`config.mk`:
```
export PLATFORM = sky130hd
export DESIGN_NAME = mjd_calendar_converter_top
export DESIGN_NICKNAME = d
export VERILOG_FILES = /design/src/design/mjdc_pkg.sv /design/src/design/mjdc_d2m.sv /design/src/design/mjdc_m2d.sv /design/src/design/mjd_calendar_converter_top.sv
export SDC_FILE = /design/constraint.sdc
export NUM_CORES = 2
export LEC_CHECK = 0
export ABC_AREA = 1
export CAP_MARGIN = 5
export CORE_UTILIZATION = 45
export CTS_CLUSTER_DIAMETER = 150
export DETAILED_ROUTE_END_ITERATION = 8
export DONT_BUFFER_PORTS = 1
export MAX_ROUTING_LAYER = met4
export PLACE_DENSITY = 0.65
export SYNTH_ARGS = -nofsm -noshare
export SYNTH_HDL_FRONTEND = slang
export SYNTH_SLANG_ARGS = --single-unit
```
`constraint.sdc`:
```
create_clock -name clk -period 5.06 [get_ports clk]
set_input_delay 0 -clock clk [delete_from_list [all_inputs] [get_ports clk]]
set_output_delay 0 -clock clk [all_outputs]
set_load 0.01 [all_outputs]
```
`src/design/mjdc_pkg.sv`:
```
// mjdc_pkg: transaction types, operation codes, scaled calendar constants and
// lookup tables for the MJD calendar converter. No dependencies.
package mjdc_pkg;

    // Operation codes carried in the action field
    localparam logic [1:0] ACT_DATE_TO_MJD = 2'd0;
    localparam logic [1:0] ACT_MJD_TO_DATE = 2'd1;
    localparam logic [1:0] ACT_MJD_TO_DOY  = 2'd2;

    // Registers from the accepted command to the path outputs
    localparam int PIPE_DEPTH = 8;
    // Compute stages in the date-to-MJD path; the rest is a delay line
    localparam int D2M_STAGES = 4;
    localparam int D2M_PAD    = PIPE_DEPTH - D2M_STAGES;

    // Documented input ranges
    localparam int MJD_MAX  = 99999;
    localparam int YEAR_MIN = 1858;
    localparam int YEAR_MAX = 2132;

    // Date to MJD: sum of the floor terms minus (2400001 - 1720997)
    localparam int MJD_OFS     = 2400001 - 1720997;
    localparam int MJD_SUM_MAX = MJD_OFS + MJD_MAX;

    // Century term: floor((jd - 1684594.75) / 36524.25), numerator and divisor scaled by 4,
    // becomes floor((4 * mjd + Q_X_OFS) / Q_DIV), which lies in 19..22
    localparam int Q_X_OFS = 2861625;
    localparam int Q_DIV   = 146097;
    localparam int Q_BASE  = 19;
    // jd - 1721120 with jd = mjd + 2400001
    localparam int N_OFS   = 2400001 - 1721120;

    // Year split: floor((4n + 3) / 1461) by reciprocal, one correction step
    localparam int YR_DIV   = 1461;
    localparam int YR_SHIFT = 22;
    localparam int YR_RECIP = (1 << YR_SHIFT) / YR_DIV;

    // x / 100 for x below 43699 is (x * 5243) >> 19
    localparam int HUND_RECIP = 5243;
    localparam int HUND_SHIFT = 19;

    localparam int DD_BIAS   = 123;
    localparam int WRAP_DAYS = 429;

    // floor(30.61 * t) for t = 0..15
    localparam logic [8:0] MON_FLOOR [16] = '{
        9'd0,   9'd30,  9'd61,  9'd91,  9'd122, 9'd153, 9'd183, 9'd214,
        9'd244, 9'd275, 9'd306, 9'd336, 9'd367, 9'd397, 9'd428, 9'd459
    };

    // ceil(30.61 * t) for t = 1..15: the smallest dd that gives t
    localparam logic [8:0] MON_CEIL [15] = '{
        9'd31,  9'd62,  9'd92,  9'd123, 9'd154, 9'd184, 9'd215, 9'd245,
        9'd276, 9'd307, 9'd337, 9'd368, 9'd398, 9'd429, 9'd460
    };

    // Days before each month in a common year, padded to the index range
    localparam logic [8:0] DAYS_BEFORE [16] = '{
        9'd0,   9'd31,  9'd59,  9'd90,  9'd120, 9'd151, 9'd181, 9'd212,
        9'd243, 9'd273, 9'd304, 9'd334, 9'd0,   9'd0,   9'd0,   9'd0
    };

    typedef struct packed {
        logic [1:0]  action;
        logic [4:0]  day_in;
        logic [3:0]  month_in;
        logic [11:0] year_in;
        logic [16:0] mjd_in;
    } cmd_t;

    typedef struct packed {
        logic [16:0] mjd_out;
        logic [4:0]  day_out;
        logic [3:0]  month_out;
        logic [11:0] year_out;
        logic [8:0]  day_of_year;
        logic        range_error;
    } res_t;

    // Date-to-MJD path result
    typedef struct packed {
        logic        err;
        logic [16:0] mjd;
    } d2m_t;

    // MJD-to-date path result
    typedef struct packed {
        logic        err;
        logic [4:0]  day;
        logic [3:0]  month;
        logic [11:0] year;
        logic [8:0]  doy;
    } m2d_t;

endpackage

```
`src/design/mjdc_d2m.sv`:
```
// mjdc_d2m: pipelined date to MJD path, four compute stages plus a delay line
// to the common pipeline depth. Depends on mjdc_pkg.
module mjdc_d2m (
    input  logic           clk,
    input  mjdc_pkg::cmd_t cmd,
    output mjdc_pkg::d2m_t res
);

    // Stage 1: range check, March-based month, month term plus day
    logic        s1_err_next, s1_err_reg;
    logic [11:0] s1_yp_next, s1_yp_reg;
    logic [8:0]  s1_part_next, s1_part_reg;
    logic        f;
    logic [3:0]  mp;

    // Stage 2: year term and century count
    logic        s2_err_reg;
    logic [8:0]  s2_part_reg;
    logic [20:0] s2_term_next, s2_term_reg;
    logic [5:0]  s2_cent_next, s2_cent_reg;
    logic [24:0] cent_prod;

    // Stage 3: full sum
    logic        s3_err_reg;
    logic [20:0] s3_sum_next, s3_sum_reg;
    logic [6:0]  cent_p1;
    logic [7:0]  cent_x3;

    // Stage 4: offset and result range
    mjdc_pkg::d2m_t s4_next, s4_reg;
    mjdc_pkg::d2m_t dly_reg [mjdc_pkg::D2M_PAD];

    always_comb
    begin
        f = (cmd.month_in <= 4'd2);
        s1_err_next = (cmd.day_in == 5'd0) || (cmd.month_in == 4'd0)
                   || (cmd.month_in > 4'd12)
                   || (cmd.year_in < 12'(mjdc_pkg::YEAR_MIN))
                   || (cmd.year_in > 12'(mjdc_pkg::YEAR_MAX));
        mp = cmd.month_in + 4'd1 + (f ? 4'd12 : 4'd0);
        s1_yp_next = cmd.year_in - {11'd0, f};
        s1_part_next = mjdc_pkg::MON_FLOOR[mp] + {4'd0, cmd.day_in};
    end

    always_comb
    begin
        // floor(365.25 * yp) = 365 * yp + yp / 4
        s2_term_next = 21'(s1_yp_reg) * 21'd365 + {11'd0, s1_yp_reg[11:2]};
        cent_prod = 25'(s1_yp_reg) * 25'(mjdc_pkg::HUND_RECIP);
        s2_cent_next = cent_prod[mjdc_pkg::HUND_SHIFT +: 6];
    end

    always_comb
    begin
        cent_p1 = {1'b0, s2_cent_reg} + 7'd1;
        cent_x3 = {1'b0, cent_p1} + {cent_p1, 1'b0};
        s3_sum_next = {12'd0, s2_part_reg} + s2_term_reg - {15'd0, cent_x3[7:2]};
    end

    always_comb
    begin
        s4_next.err = s3_err_reg
                   || (s3_sum_reg < 21'(mjdc_pkg::MJD_OFS))
                   || (s3_sum_reg > 21'(mjdc_pkg::MJD_SUM_MAX));
        s4_next.mjd = 17'(s3_sum_reg - 21'(mjdc_pkg::MJD_OFS));
    end

    always_ff @(posedge clk)
    begin
        s1_err_reg  <= s1_err_next;
        s1_yp_reg   <= s1_yp_next;
        s1_part_reg <= s1_part_next;
        s2_err_reg  <= s1_err_reg;
        s2_part_reg <= s1_part_reg;
        s2_term_reg <= s2_term_next;
        s2_cent_reg <= s2_cent_next;
        s3_err_reg  <= s2_err_reg;
        s3_sum_reg  <= s3_sum_next;
        s4_reg      <= s4_next;
        dly_reg[0]  <= s4_reg;
        for (int i = 1; i < mjdc_pkg::D2M_PAD; i++)
        begin
            dly_reg[i] <= dly_reg[i-1];
        end
    end

    assign res = dly_reg[mjdc_pkg::D2M_PAD-1];

endmodule

```
`src/design/mjdc_m2d.sv`:
```
// mjdc_m2d: pipelined MJD to Gregorian date and ordinal day path, eight stages.
// Depends on mjdc_pkg.
module mjdc_m2d (
    input  logic           clk,
    input  mjdc_pkg::cmd_t cmd,
    output mjdc_pkg::m2d_t res
);

    // Stage 1: century correction, day count from the March-based epoch
    logic [21:0] x;
    logic [4:0]  q;
    logic [6:0]  q3;
    logic        s1_err_next;
    logic [19:0] s1_n_next;
    logic        s1_err_reg;
    logic [19:0] s1_n_reg;

    // Stage 2: reciprocal multiply for the year estimate
    logic [21:0] w2;
    logic [33:0] yr_prod;
    logic [11:0] s2_aest_next;
    logic        s2_err_reg;
    logic [19:0] s2_n_reg;
    logic [11:0] s2_aest_reg;

    // Stage 3: remainder check
    logic [21:0] w3;
    logic [21:0] rem;
    logic        s3_ge_next;
    logic        s3_err_reg;
    logic [19:0] s3_n_reg;
    logic [11:0] s3_aest_reg;
    logic        s3_ge_reg;

    // Stage 4: corrected year count
    logic        s4_err_reg;
    logic [19:0] s4_n_reg;
    logic [11:0] s4_a_reg;

    // Stage 5: day within the March-based year
    logic [20:0] yr_days;
    logic [20:0] dd_full;
    logic [8:0]  s5_dd_next;
    logic        s5_err_reg;
    logic [8:0]  s5_dd_reg;
    logic [11:0] s5_a_reg;

    // Stage 6: month count and year wrap
    logic [3:0]  s6_t_next;
    logic        s6_wrap_next;
    logic        s6_err_reg;
    logic [8:0]  s6_dd_reg;
    logic [3:0]  s6_t_reg;
    logic        s6_wrap_reg;
    logic [11:0] s6_y_reg;

    // Stage 7: day, month, century of year
    logic [8:0]  d_full;
    logic [24:0] hq_prod;
    logic        s7_err_reg;
    logic [4:0]  s7_d_reg;
    logic [3:0]  s7_m_reg;
    logic [11:0] s7_y_reg;
    logic [5:0]  s7_hq_reg;

    // Stage 8: leap year and ordinal day
    logic [12:0] y100;
    logic        leap;
    logic [3:0]  mi;
    mjdc_pkg::m2d_t s8_next, s8_reg;

    always_comb
    begin
        x = {3'd0, cmd.mjd_in, 2'd0} + 22'(mjdc_pkg::Q_X_OFS);
        q = 5'(mjdc_pkg::Q_BASE)
          + {4'd0, (x >= 22'(mjdc_pkg::Q_DIV * 20))}
          + {4'd0, (x >= 22'(mjdc_pkg::Q_DIV * 21))}
          + {4'd0, (x >= 22'(mjdc_pkg::Q_DIV * 22))};
        q3 = {2'd0, q} + {1'b0, q, 1'b0};
        s1_err_next = (cmd.mjd_in > 17'(mjdc_pkg::MJD_MAX));
        s1_n_next = {3'd0, cmd.mjd_in} + 20'(mjdc_pkg::N_OFS) + {15'd0, q3[6:2]};
    end

    always_comb
    begin
        w2 = {s1_n_reg, 2'b11};
        yr_prod = 34'(w2) * 34'(mjdc_pkg::YR_RECIP);
        s2_aest_next = yr_prod[mjdc_pkg::YR_SHIFT +: 12];
    end

    always_comb
    begin
        w3 = {s2_n_reg, 2'b11};
        rem = w3 - 22'(22'(s2_aest_reg) * 22'(mjdc_pkg::YR_DIV));
        s3_ge_next = (rem >= 22'(mjdc_pkg::YR_DIV));
    end

    always_comb
    begin
        // floor(365.25 * a) = 365 * a + a / 4
        yr_days = 21'(s4_a_reg) * 21'd365 + {11'd0, s4_a_reg[11:2]};
        dd_full = {1'b0, s4_n_reg} + 21'(mjdc_pkg::DD_BIAS) - yr_days;
        s5_dd_next = dd_full[8:0];
    end

    always_comb
    begin
        s6_t_next = 4'd0;
        for (int i = 0; i < 15; i++)
        begin
            s6_t_next = s6_t_next + {3'd0, (s5_dd_reg >= mjdc_pkg::MON_CEIL[i])};
        end
        s6_wrap_next = (s5_dd_reg >= 9'(mjdc_pkg::WRAP_DAYS));
    end

    always_comb
    begin
        d_full = s6_dd_reg - mjdc_pkg::MON_FLOOR[s6_t_reg];
        hq_prod = 25'(s6_y_reg) * 25'(mjdc_pkg::HUND_RECIP);
    end

    always_comb
    begin
        y100 = 13'(s7_hq_reg) * 13'd100;
        // Divisible by 4, and not a century year unless the century is too
        leap = (s7_y_reg[1:0] == 2'b00)
            && ((y100 != {1'b0, s7_y_reg}) || (s7_hq_reg[1:0] == 2'b00));
        mi = s7_m_reg - 4'd1;
        s8_next.err = s7_err_reg;
        s8_next.day = s7_d_reg;
        s8_next.month = s7_m_reg;
        s8_next.year = s7_y_reg;
        s8_next.doy = mjdc_pkg::DAYS_BEFORE[mi] + {4'd0, s7_d_reg}
                    + {8'd0, (leap && (mi >= 4'd2))};
    end

    always_ff @(posedge clk)
    begin
        s1_err_reg  <= s1_err_next;
        s1_n_reg    <= s1_n_next;
        s2_err_reg  <= s1_err_reg;
        s2_n_reg    <= s1_n_reg;
        s2_aest_reg <= s2_aest_next;
        s3_err_reg  <= s2_err_reg;
        s3_n_reg    <= s2_n_reg;
        s3_aest_reg <= s2_aest_reg;
        s3_ge_reg   <= s3_ge_next;
        s4_err_reg  <= s3_err_reg;
        s4_n_reg    <= s3_n_reg;
        s4_a_reg    <= s3_aest_reg + {11'd0, s3_ge_reg};
        s5_err_reg  <= s4_err_reg;
        s5_dd_reg   <= s5_dd_next;
        s5_a_reg    <= s4_a_reg;
        s6_err_reg  <= s5_err_reg;
        s6_dd_reg   <= s5_dd_reg;
        s6_t_reg    <= s6_t_next;
        s6_wrap_reg <= s6_wrap_next;
        s6_y_reg    <= s5_a_reg + {11'd0, s6_wrap_next};
        s7_err_reg  <= s6_err_reg;
        s7_d_reg    <= d_full[4:0];
        s7_m_reg    <= s6_t_reg - 4'd1 - (s6_wrap_reg ? 4'd12 : 4'd0);
        s7_y_reg    <= s6_y_reg;
        s7_hq_reg   <= hq_prod[mjdc_pkg::HUND_SHIFT +: 6];
        s8_reg      <= s8_next;
    end

    assign res = s8_reg;

endmodule

```
`src/design/mjd_calendar_converter_top.sv`:
```
// mjd_calendar_converter_top: top level of the MJD calendar converter.
// Depends on mjdc_pkg, mjdc_d2m and mjdc_m2d.
//
//   channel  | handshake          | payload           | direction
//   ---------+--------------------+-------------------+----------
//   command  | start, busy        | cmd    (cmd_t)    | in
//   result   | done (one strobe)  | result (res_t)    | out
//
// Throughput is one transaction per clock; busy is held low since nothing
// in the datapath ever waits. A result passes through eight register stages
// in the MJD-to-date path (the year split needs a multiply, a remainder
// multiply and a correction in turn) plus the output register. The
// date-to-MJD path finishes in four stages and is delayed to match.
// Reset clears only the valid line and done; payload registers are free.
// The receiver cannot stall, so every result is shown for exactly one cycle.
module mjd_calendar_converter_top (
    input  logic           clk,
    input  logic           rst_n,
    input  logic           start,
    output logic           busy,
    input  mjdc_pkg::cmd_t cmd,
    output logic           done,
    output mjdc_pkg::res_t result
);

    mjdc_pkg::d2m_t d2m_res;
    mjdc_pkg::m2d_t m2d_res;

    // Valid bits and operation codes travel alongside the two paths
    logic [mjdc_pkg::PIPE_DEPTH-1:0] valid_reg;
    logic [1:0]                      act_reg [mjdc_pkg::PIPE_DEPTH];
    logic [1:0]                      act_last;

    logic           done_reg;
    mjdc_pkg::res_t result_next, result_reg;

    // Both paths see every command; the action code picks the result at the end
    mjdc_d2m u_d2m (
        .clk (clk),
        .cmd (cmd),
        .res (d2m_res)
    );

    mjdc_m2d u_m2d (
        .clk (clk),
        .cmd (cmd),
        .res (m2d_res)
    );

    // Advance the valid line every cycle; a transaction enters on start
    always_ff @(posedge clk or negedge rst_n)
    begin
        if (!rst_n)
        begin
            valid_reg <= '0;
            done_reg  <= 1'b0;
        end
        else
        begin
            valid_reg <= {valid_reg[mjdc_pkg::PIPE_DEPTH-2:0], start & ~busy};
            done_reg  <= valid_reg[mjdc_pkg::PIPE_DEPTH-1];
        end
    end

    always_ff @(posedge clk)
    begin
        act_reg[0] <= cmd.action;
        for (int i = 1; i < mjdc_pkg::PIPE_DEPTH; i++)
        begin
            act_reg[i] <= act_reg[i-1];
        end
        result_reg <= result_next;
    end

    assign act_last = act_reg[mjdc_pkg::PIPE_DEPTH-1];

    // Select the path result and drop every field on a range error
    always_comb
    begin
        result_next = '0;
        case (act_last)
            mjdc_pkg::ACT_DATE_TO_MJD:
            begin
                result_next.range_error = d2m_res.err;
                if (!d2m_res.err)
                begin
                    result_next.mjd_out = d2m_res.mjd;
                end
            end
            mjdc_pkg::ACT_MJD_TO_DATE:
            begin
                result_next.range_error = m2d_res.err;
                if (!m2d_res.err)
                begin
                    result_next.day_out   = m2d_res.day;
                    result_next.month_out = m2d_res.month;
                    result_next.year_out  = m2d_res.year;
                end
            end
            mjdc_pkg::ACT_MJD_TO_DOY:
            begin
                result_next.range_error = m2d_res.err;
                if (!m2d_res.err)
                begin
                    result_next.year_out    = m2d_res.year;
                    result_next.day_of_year = m2d_res.doy;
                end
            end
            default:
            begin
                // Unused action code
                result_next.range_error = 1'b1;
            end
        endcase
    end

    assign busy   = 1'b0;
    assign done   = done_reg;
    assign result = result_reg;

endmodule

```
## Word-level counts from Yosys, hierarchy flattened

Memory sizes are Yosys's and may differ from the RTL's.
Cells that the tools add are included.

- Memories: 5
- Output and inout port bits: 50
- Memory bits (writable): 88
- ROM bits: 432
- Register bits after elaboration: 359
- Word-level logic and storage cells: 173

Memory list:

| name | depth | bits a word | rd ports | clocked after memory_dff | write ports | RTL line | RTL |
|---|---|---|---|---|---|---|---|
| (name not given) | 16 | 9 | 1 | 0 | 0 | mjdc_m2d.sv:118 | `d_full = s6_dd_reg - mjdc_pkg::MON_FLOOR[s6_t_reg];` |
| (name not given) | 16 | 9 | 1 | 0 | 0 | mjdc_m2d.sv:133 | `s8_next.doy = mjdc_pkg::DAYS_BEFORE[mi] + {4'd0, s7_d_reg}` |
| (name not given) | 16 | 9 | 1 | 0 | 0 | mjdc_d2m.sv:42 | `s1_part_next = mjdc_pkg::MON_FLOOR[mp] + {4'd0, cmd.day_in};` |
| u_d2m.dly_reg | 4 | 18 | 4 | 0 | 4 | mjdc_d2m.sv:31 | `mjdc_pkg::d2m_t dly_reg [mjdc_pkg::D2M_PAD];` |
| act_reg | 8 | 2 | 8 | 0 | 8 | mjd_calendar_converter_top.sv:31 | `logic [1:0] act_reg [mjdc_pkg::PIPE_DEPTH];` |

- Magnitude comparators: 30
- Reduce and logical (&&, ||, !) cells: 18
- Multipliers: 7
- Equal/unequal tests: 3
- Bitwise logic cells: 6
- Add/sub/neg operators: 43
- Muxes and demuxes: 12

Operators by type and width:

| kind | count |
|---|---|
| 22-bit >= comparator, second input constant | 3 |
| 9-bit >= comparator, second input constant | 7 |
| 4-bit by 1-bit adder with 4-bit output | 13 |
| 12-bit by 13-bit multiplier with 25-bit output, second input constant | 2 |
| 9-bit by 8-bit >= comparator with 1-bit output, second input constant | 4 |
| 9-bit two-way mux | 4 |
| 22-bit by 11-bit multiplier with 33-bit output, second input constant | 1 |
| 12-bit by 1-bit adder with 12-bit output | 2 |
| 12-bit case mux with 2 select lines | 1 |
| 19-bit by 22-bit adder with 22-bit output, second input constant | 1 |
| 22-bit by 11-bit >= comparator with 1-bit output, second input constant | 1 |
| 12-bit by 11-bit multiplier with 22-bit output, second input constant | 1 |
| 22-bit subtractor | 1 |
| 21-bit by 10-bit adder with 21-bit output | 1 |
| 9-bit by 21-bit adder with 21-bit output | 1 |
| 21-bit by 20-bit > comparator with 1-bit output, second input constant | 1 |
| 21-bit by 20-bit less-than comparator with 1-bit output, second input constant | 1 |
| 12-bit by 9-bit multiplier with 21-bit output, second input constant | 1 |
| 21-bit two-way mux | 1 |
| 21-bit by 6-bit subtractor with 21-bit output | 1 |
| 17-bit by 20-bit adder with 20-bit output, second input constant | 1 |
| 20-bit by 5-bit adder with 20-bit output | 1 |
| 9-bit by 5-bit adder with 9-bit output | 2 |
| 9-bit by 7-bit >= comparator with 1-bit output, second input constant | 2 |
| 43 further kinds | 65 |

## Longest topological paths before layout

- Depth after elaboration: 15
- Gate-level depth with buffers: 35

## Cells and area by module

From an unflattened synthesis, not the netlist that was laid out.

- Cell total of the unflattened synthesis: 3845
- Area, all modules: 34209.1 µm²

By module, submodules not included:

| module | cells each | instances | area each (µm²) | seq. area each (µm²) |
|---|---|---|---|---|
| mjdc_m2d | 2255 | 1 | 20183.1 | 4023.9 |
| mjdc_d2m | 1400 | 1 | 11980.2 | 3423.3 |
| mjd_calendar_converter_top | 190 | 1 | 2045.7 | 1506.4 |

## Worst setup path after synthesis

OpenSTA, ideal clock, no wires.

- Kind: register -> register
- From: register u_m2d.s2_aest_reg[1]
- To: register u_m2d.s3_ge_reg
- Slack: 724 ps
- Cell stages (with the launch flop): 20
- Library setup time: 122 ps
- Data required time: 4938 ps
- Period minus slack after synthesis: 4336 ps
- Arrival time: 4214 ps
- Path buffers: 0
- Cell sequence: dfxtp_1 > ha_1 > inv_1 > fa_1 > fa_1 > fa_1 > inv_1 > fa_1 > inv_1 > ha_1 > nand2_1 > inv_1 > a21oi_1 > nor2_1 > nor2_1 > nand2_1 > xnor2_1 > nand3_1 > nor2_1 > nand3_1

- Word-level cells in the longest chain between the ends: 3

RTL lines:

| element | RTL line | RTL |
|---|---|---|
| start: declaration | mjdc_m2d.sv:24 | `logic [11:0] s2_aest_reg;` |
| start signal: assignment | mjdc_m2d.sv:143 | `s2_aest_reg <= s2_aest_next;` |
| 12-bit by 11-bit multiplier with 22-bit output | mjdc_m2d.sv:94 | `rem = w3 - 22'(22'(s2_aest_reg) * 22'(mjdc_pkg::YR_DIV));` |
| 22-bit subtractor | mjdc_m2d.sv:94 |  |
| 22-bit by 11-bit >= comparator with 1-bit output | mjdc_m2d.sv:95 | `s3_ge_next = (rem >= 22'(mjdc_pkg::YR_DIV));` |
| net u_m2d.s3_ge_next | mjdc_m2d.sv:29 | `logic s3_ge_next;` |
| end signal: assignment | mjdc_m2d.sv:147 | `s3_ge_reg <= s3_ge_next;` |
| end: declaration | mjdc_m2d.sv:33 | `logic s3_ge_reg;` |

The timed path passes the listed nets, and every way through them passes these cells.
A chain may end at the register's enable or synchronous reset.

## Final worst setup path

- From: register u_d2m.s1_yp_reg[10]
- To: register u_d2m.s2_cent_reg[3]

- Word-level cells in the longest chain between the ends: 1

RTL lines:

| element | RTL line | RTL |
|---|---|---|
| start: declaration | mjdc_d2m.sv:11 | `logic [11:0] s1_yp_next, s1_yp_reg;` |
| start signal: assignment | mjdc_d2m.sv:71 | `s1_yp_reg <= s1_yp_next;` |
| 12-bit by 13-bit multiplier with 25-bit output | mjdc_d2m.sv:49 | `cent_prod = 25'(s1_yp_reg) * 25'(mjdc_pkg::HUND_RECIP);` |
| net u_d2m.cent_prod[22] | mjdc_d2m.sv:21 | `logic [24:0] cent_prod;` |
| end signal: assignment | mjdc_d2m.sv:76 | `s2_cent_reg <= s2_cent_next;` |
| end: declaration | mjdc_d2m.sv:20 | `logic [5:0] s2_cent_next, s2_cent_reg;` |

The timed path passes the listed nets, and every way through them passes these cells.

==> impl_metrics.py <==
metrics = {
    "run_status": {
        "status": "complete, no violations",
    },
    "die": {
        "rows": 100,
        "initial_core_util_pct": 45.8,
        "core_area_um2": 74900,
        "dieArea_um2": 77300,
        "die_y_um": 278,
        "ioPinCount": 93,
        "die_w_um": 278,
    },
    "placed_design": {
        "dp_hpwl_um": 59700,
        "portBuffers": 0,
        "gp_congestion": 0.915,
        "placed_cells": 4790,
    },
    "worst_setup_path": {
        "r2r-start": "u_d2m.s1_yp_reg[10]$_DFF_P_",
        "cp.arrival_ps": 5250,
        "r2r_cells": 18,
        "endpoint_kind": "register",
        "required_ps": 5560,
        "worstReg2RegEnd": "u_d2m.s2_cent_reg[3]$_DFF_P_",
        "rrSetupSlack_ps": 310,
        "worstSetupPathType": "register to register",
        "critical_path.max_fanout": 8,
        "cp-start-kind": "register",
    },
    "synth": {
        "synth_top_cell_area_share_pct": 25.5,
        "synthTopCellsByCount": "inv_1 (871), ha_1 (559), nand2_1 (468), dfxtp_1 (436), fa_1 (327)",
        "synth_seq_cells": 445,
        "synth_area_leaders": "dfxtp_1 (25%), ha_1 (20%), fa_1 (19%)",
        "yosysWarnings": 0,
        "synth_edf_count": 0,
        "yosysTopAreaCell": "dfxtp_1",
        "synth_fp_nets": 4743,
        "synthCells": 3814,
        "yosysSeqAreaShare_pct": 26.1,
        "synth-async-reset-ratio_pct": 2.02,
        "syn_area_um2": 34300,
        "synthDistinctLibCells": 65,
        "synthFlopType": "dfxtp_1",
        "synth_area_per_cell_um2": 8.99,
        "yosysMostFrequentCell": "inv_1",
    },
    "timing": {
        "tns_ps": 0,
        "fin_crit_sh_pct": 93.8,
        "setup_viol": 0,
        "maxSlewViolCount": 0,
        "slew_headroom_pct": 44.3,
        "finClkSkew_ps": 44.7,
        "max_freq_mhz": 211,
        "worstMarginPinSlew_ps": 832,
        "rsz0062_at_grt": "false",
        "finalCriticalPeriod_ps": 4750,
        "hold_viol_final": 0,
    },
    "finish": {
        "synthToLayoutAreaGrowth_pct": 11.3,
        "drive_gt1_share_pct": 4.61,
        "multiInputGateArea_um2": 21900,
        "regArea_um2": 8950,
        "largest_reg_flops": 72,
        "fin_cells": 4962,
        "nets": 4883,
        "nFillCells": 6983,
    },
    "min_path": {
        "min-delay-start": "cmd[30]",
        "hp-class": "input pin to register",
        "min_to": "u_d2m.s1_part_reg[7]$_DFF_P_",
        "whs_path_depth": 8,
    },
    "flow_run": {
        "drv_cap": 0,
    },
    "grt": {
        "grt_pass1_wl_um": 121000,
        "antenna_found_initial": 1,
        "grtUsageTotal_pct": 19.6,
        "grt_max_degree": 18,
        "grt-ovfl-total": 0,
        "grt_pass1_vias": 24600,
    },
    "detailed_routing": {
        "drt_iter0_markers": 878,
        "dr.pass1.iters": 5,
        "vias_per_cell": 4.85,
        "vias": 24000,
        "routed_wirelength_um": 71100,
        "ant_nets": 0,
        "wl_per_cell_um": 14.3,
        "drc": 0,
    },
    "cts": {
        "clock_sinks": 445,
        "cts_made_buffers": 48,
        "cts_tree": "done",
        "clk_pin_slew_ps": 60,
        "clkLatencyLatePin_ps": 610,
        "htree_levels": 2,
        "clock_path_buffers": 3,
        "clockRootBuffer": "clkbuf_16",
    },
}
## critical path, stage by stage, from the launching register on
cell	delay, ps
dfxtp_1	610
inv_1	200
ha_1	330
inv_1	80
fa_1	550
inv_1	60
fa_1	530
inv_1	50
fa_1	500
fa_1	520
ha_1	350
nand2_1	100
nor2_1	150
nand2_1	70
nand2_1	60
nand2_1	50
nand3_1	170
a21oi_1	110
xor2_1	150
## how the worst max path moves through the flow
stage / slack, ps / endpoint / cells past startpoint / from
2_1_floorplan: 720 / u_m2d.s3_ge_reg$_DFF_P_ / 19 / u_m2d.s2_aest_reg[1]$_DFF_P_
3_3_place_gp: 390 / u_d2m.s2_cent_reg[3]$_DFF_P_ / 18 / u_d2m.s1_yp_reg[10]$_DFF_P_
3_5_place_dp: 360 / u_d2m.s2_cent_reg[3]$_DFF_P_ / 18 / u_d2m.s1_yp_reg[10]$_DFF_P_
4_1_cts: 80 / u_m2d.s1_n_reg[16]$_DFF_P_ / 34 / cmd[10]
5_1_grt: 2 / u_m2d.s1_n_reg[16]$_DFF_P_ / 35 / cmd[9]
6_report: 310 / u_d2m.s2_cent_reg[3]$_DFF_P_ / 18 / u_d2m.s1_yp_reg[10]$_DFF_P_
## layer usage
| metal | routed length [um] | GRT usage (%) | up-vias |
|---|---|---|---|
| li1 | - | - | 12300 |
| met1 | 32500 | 24.6 | 11300 |
| met2 | 34600 | 33.5 | 372 |
| met3 | 2540 | 2.54 | 108 |
| met4 | 1550 | 4.52 | 0 |
| met5 | 0 | - | - |
## logic make-up (layout without fill, tap and decap cells)
group                    after synthesis  count (layout)  synth area share (%)
other                                  1               2                0.0109
flip-flops                           445             445                  26.1
buffers and inverters                904            1082                  10.0
XOR/XNOR                             191             191                  4.88
AND/OR/NAND/NOR                     1011            1011                  13.1
adder cells (fa/ha/maj)              886             886                  39.5
AO/OA/AOI/OAI                        376             376                  6.41
## cell type report
class | instances | area share, %
flip-flops and latches | 445 | 23.5
diodes | 1 | 0.00656
clock buffers | 59 | 3.41
clock inverters | 29 | 1.05
repair buffers | 104 | 2.59
well taps | 969 | 3.18
inverters | 890 | 8.77
multi-input cells | 2465 | 57.5
## timing repair
| item | CTS | global route |
|---|---|---|
| hold buffers | 81 | 0 |
| endpoints found under the hold margin | 54 | 0 |
| setup buffers | 0 | 2 |
| endpoints found under the setup margin | 0 | 7 |
| resized for setup | 0 | 11 |
## cell usage in the layout, fill, tap and decap left out, drive strengths merged, types with 15 or more instances in the layout
cell         Yosys  layout
buf              7      23
nor3            40      40
xnor2           50      50
a21oi          172     172
clkbuf           7      59
ha             559     559
o21ai          102     102
nor3b           15      15
a21o            22      22
nand4           43      43
clkinv           3      16
dfxtp          436     436
xor2           141     141
dlygate4sd3      0      79
fa             327     327
nor2           230     230
nor4            17      17
inv            887     894
nand2          484     484
nand3          154     154
## stage by stage
step           instance area (um2)  hold WS, ps  utilization (%)  setup WS, ps
6_report                     38200         53.8             50.9           315
5_1_grt                      38200         51.8             50.9          2.45
4_1_cts                      38100         1.39             50.8          82.5
3_5_place_dp                 35600         -295             47.5           357
3_3_place_gp                 35600         -295             47.5           389
2_1_floorplan                34300         -296                -           724
Power is left out: the tool's default activity adds up to more than one toggle a clock period on the data nets, which glitch-free logic cannot reach.
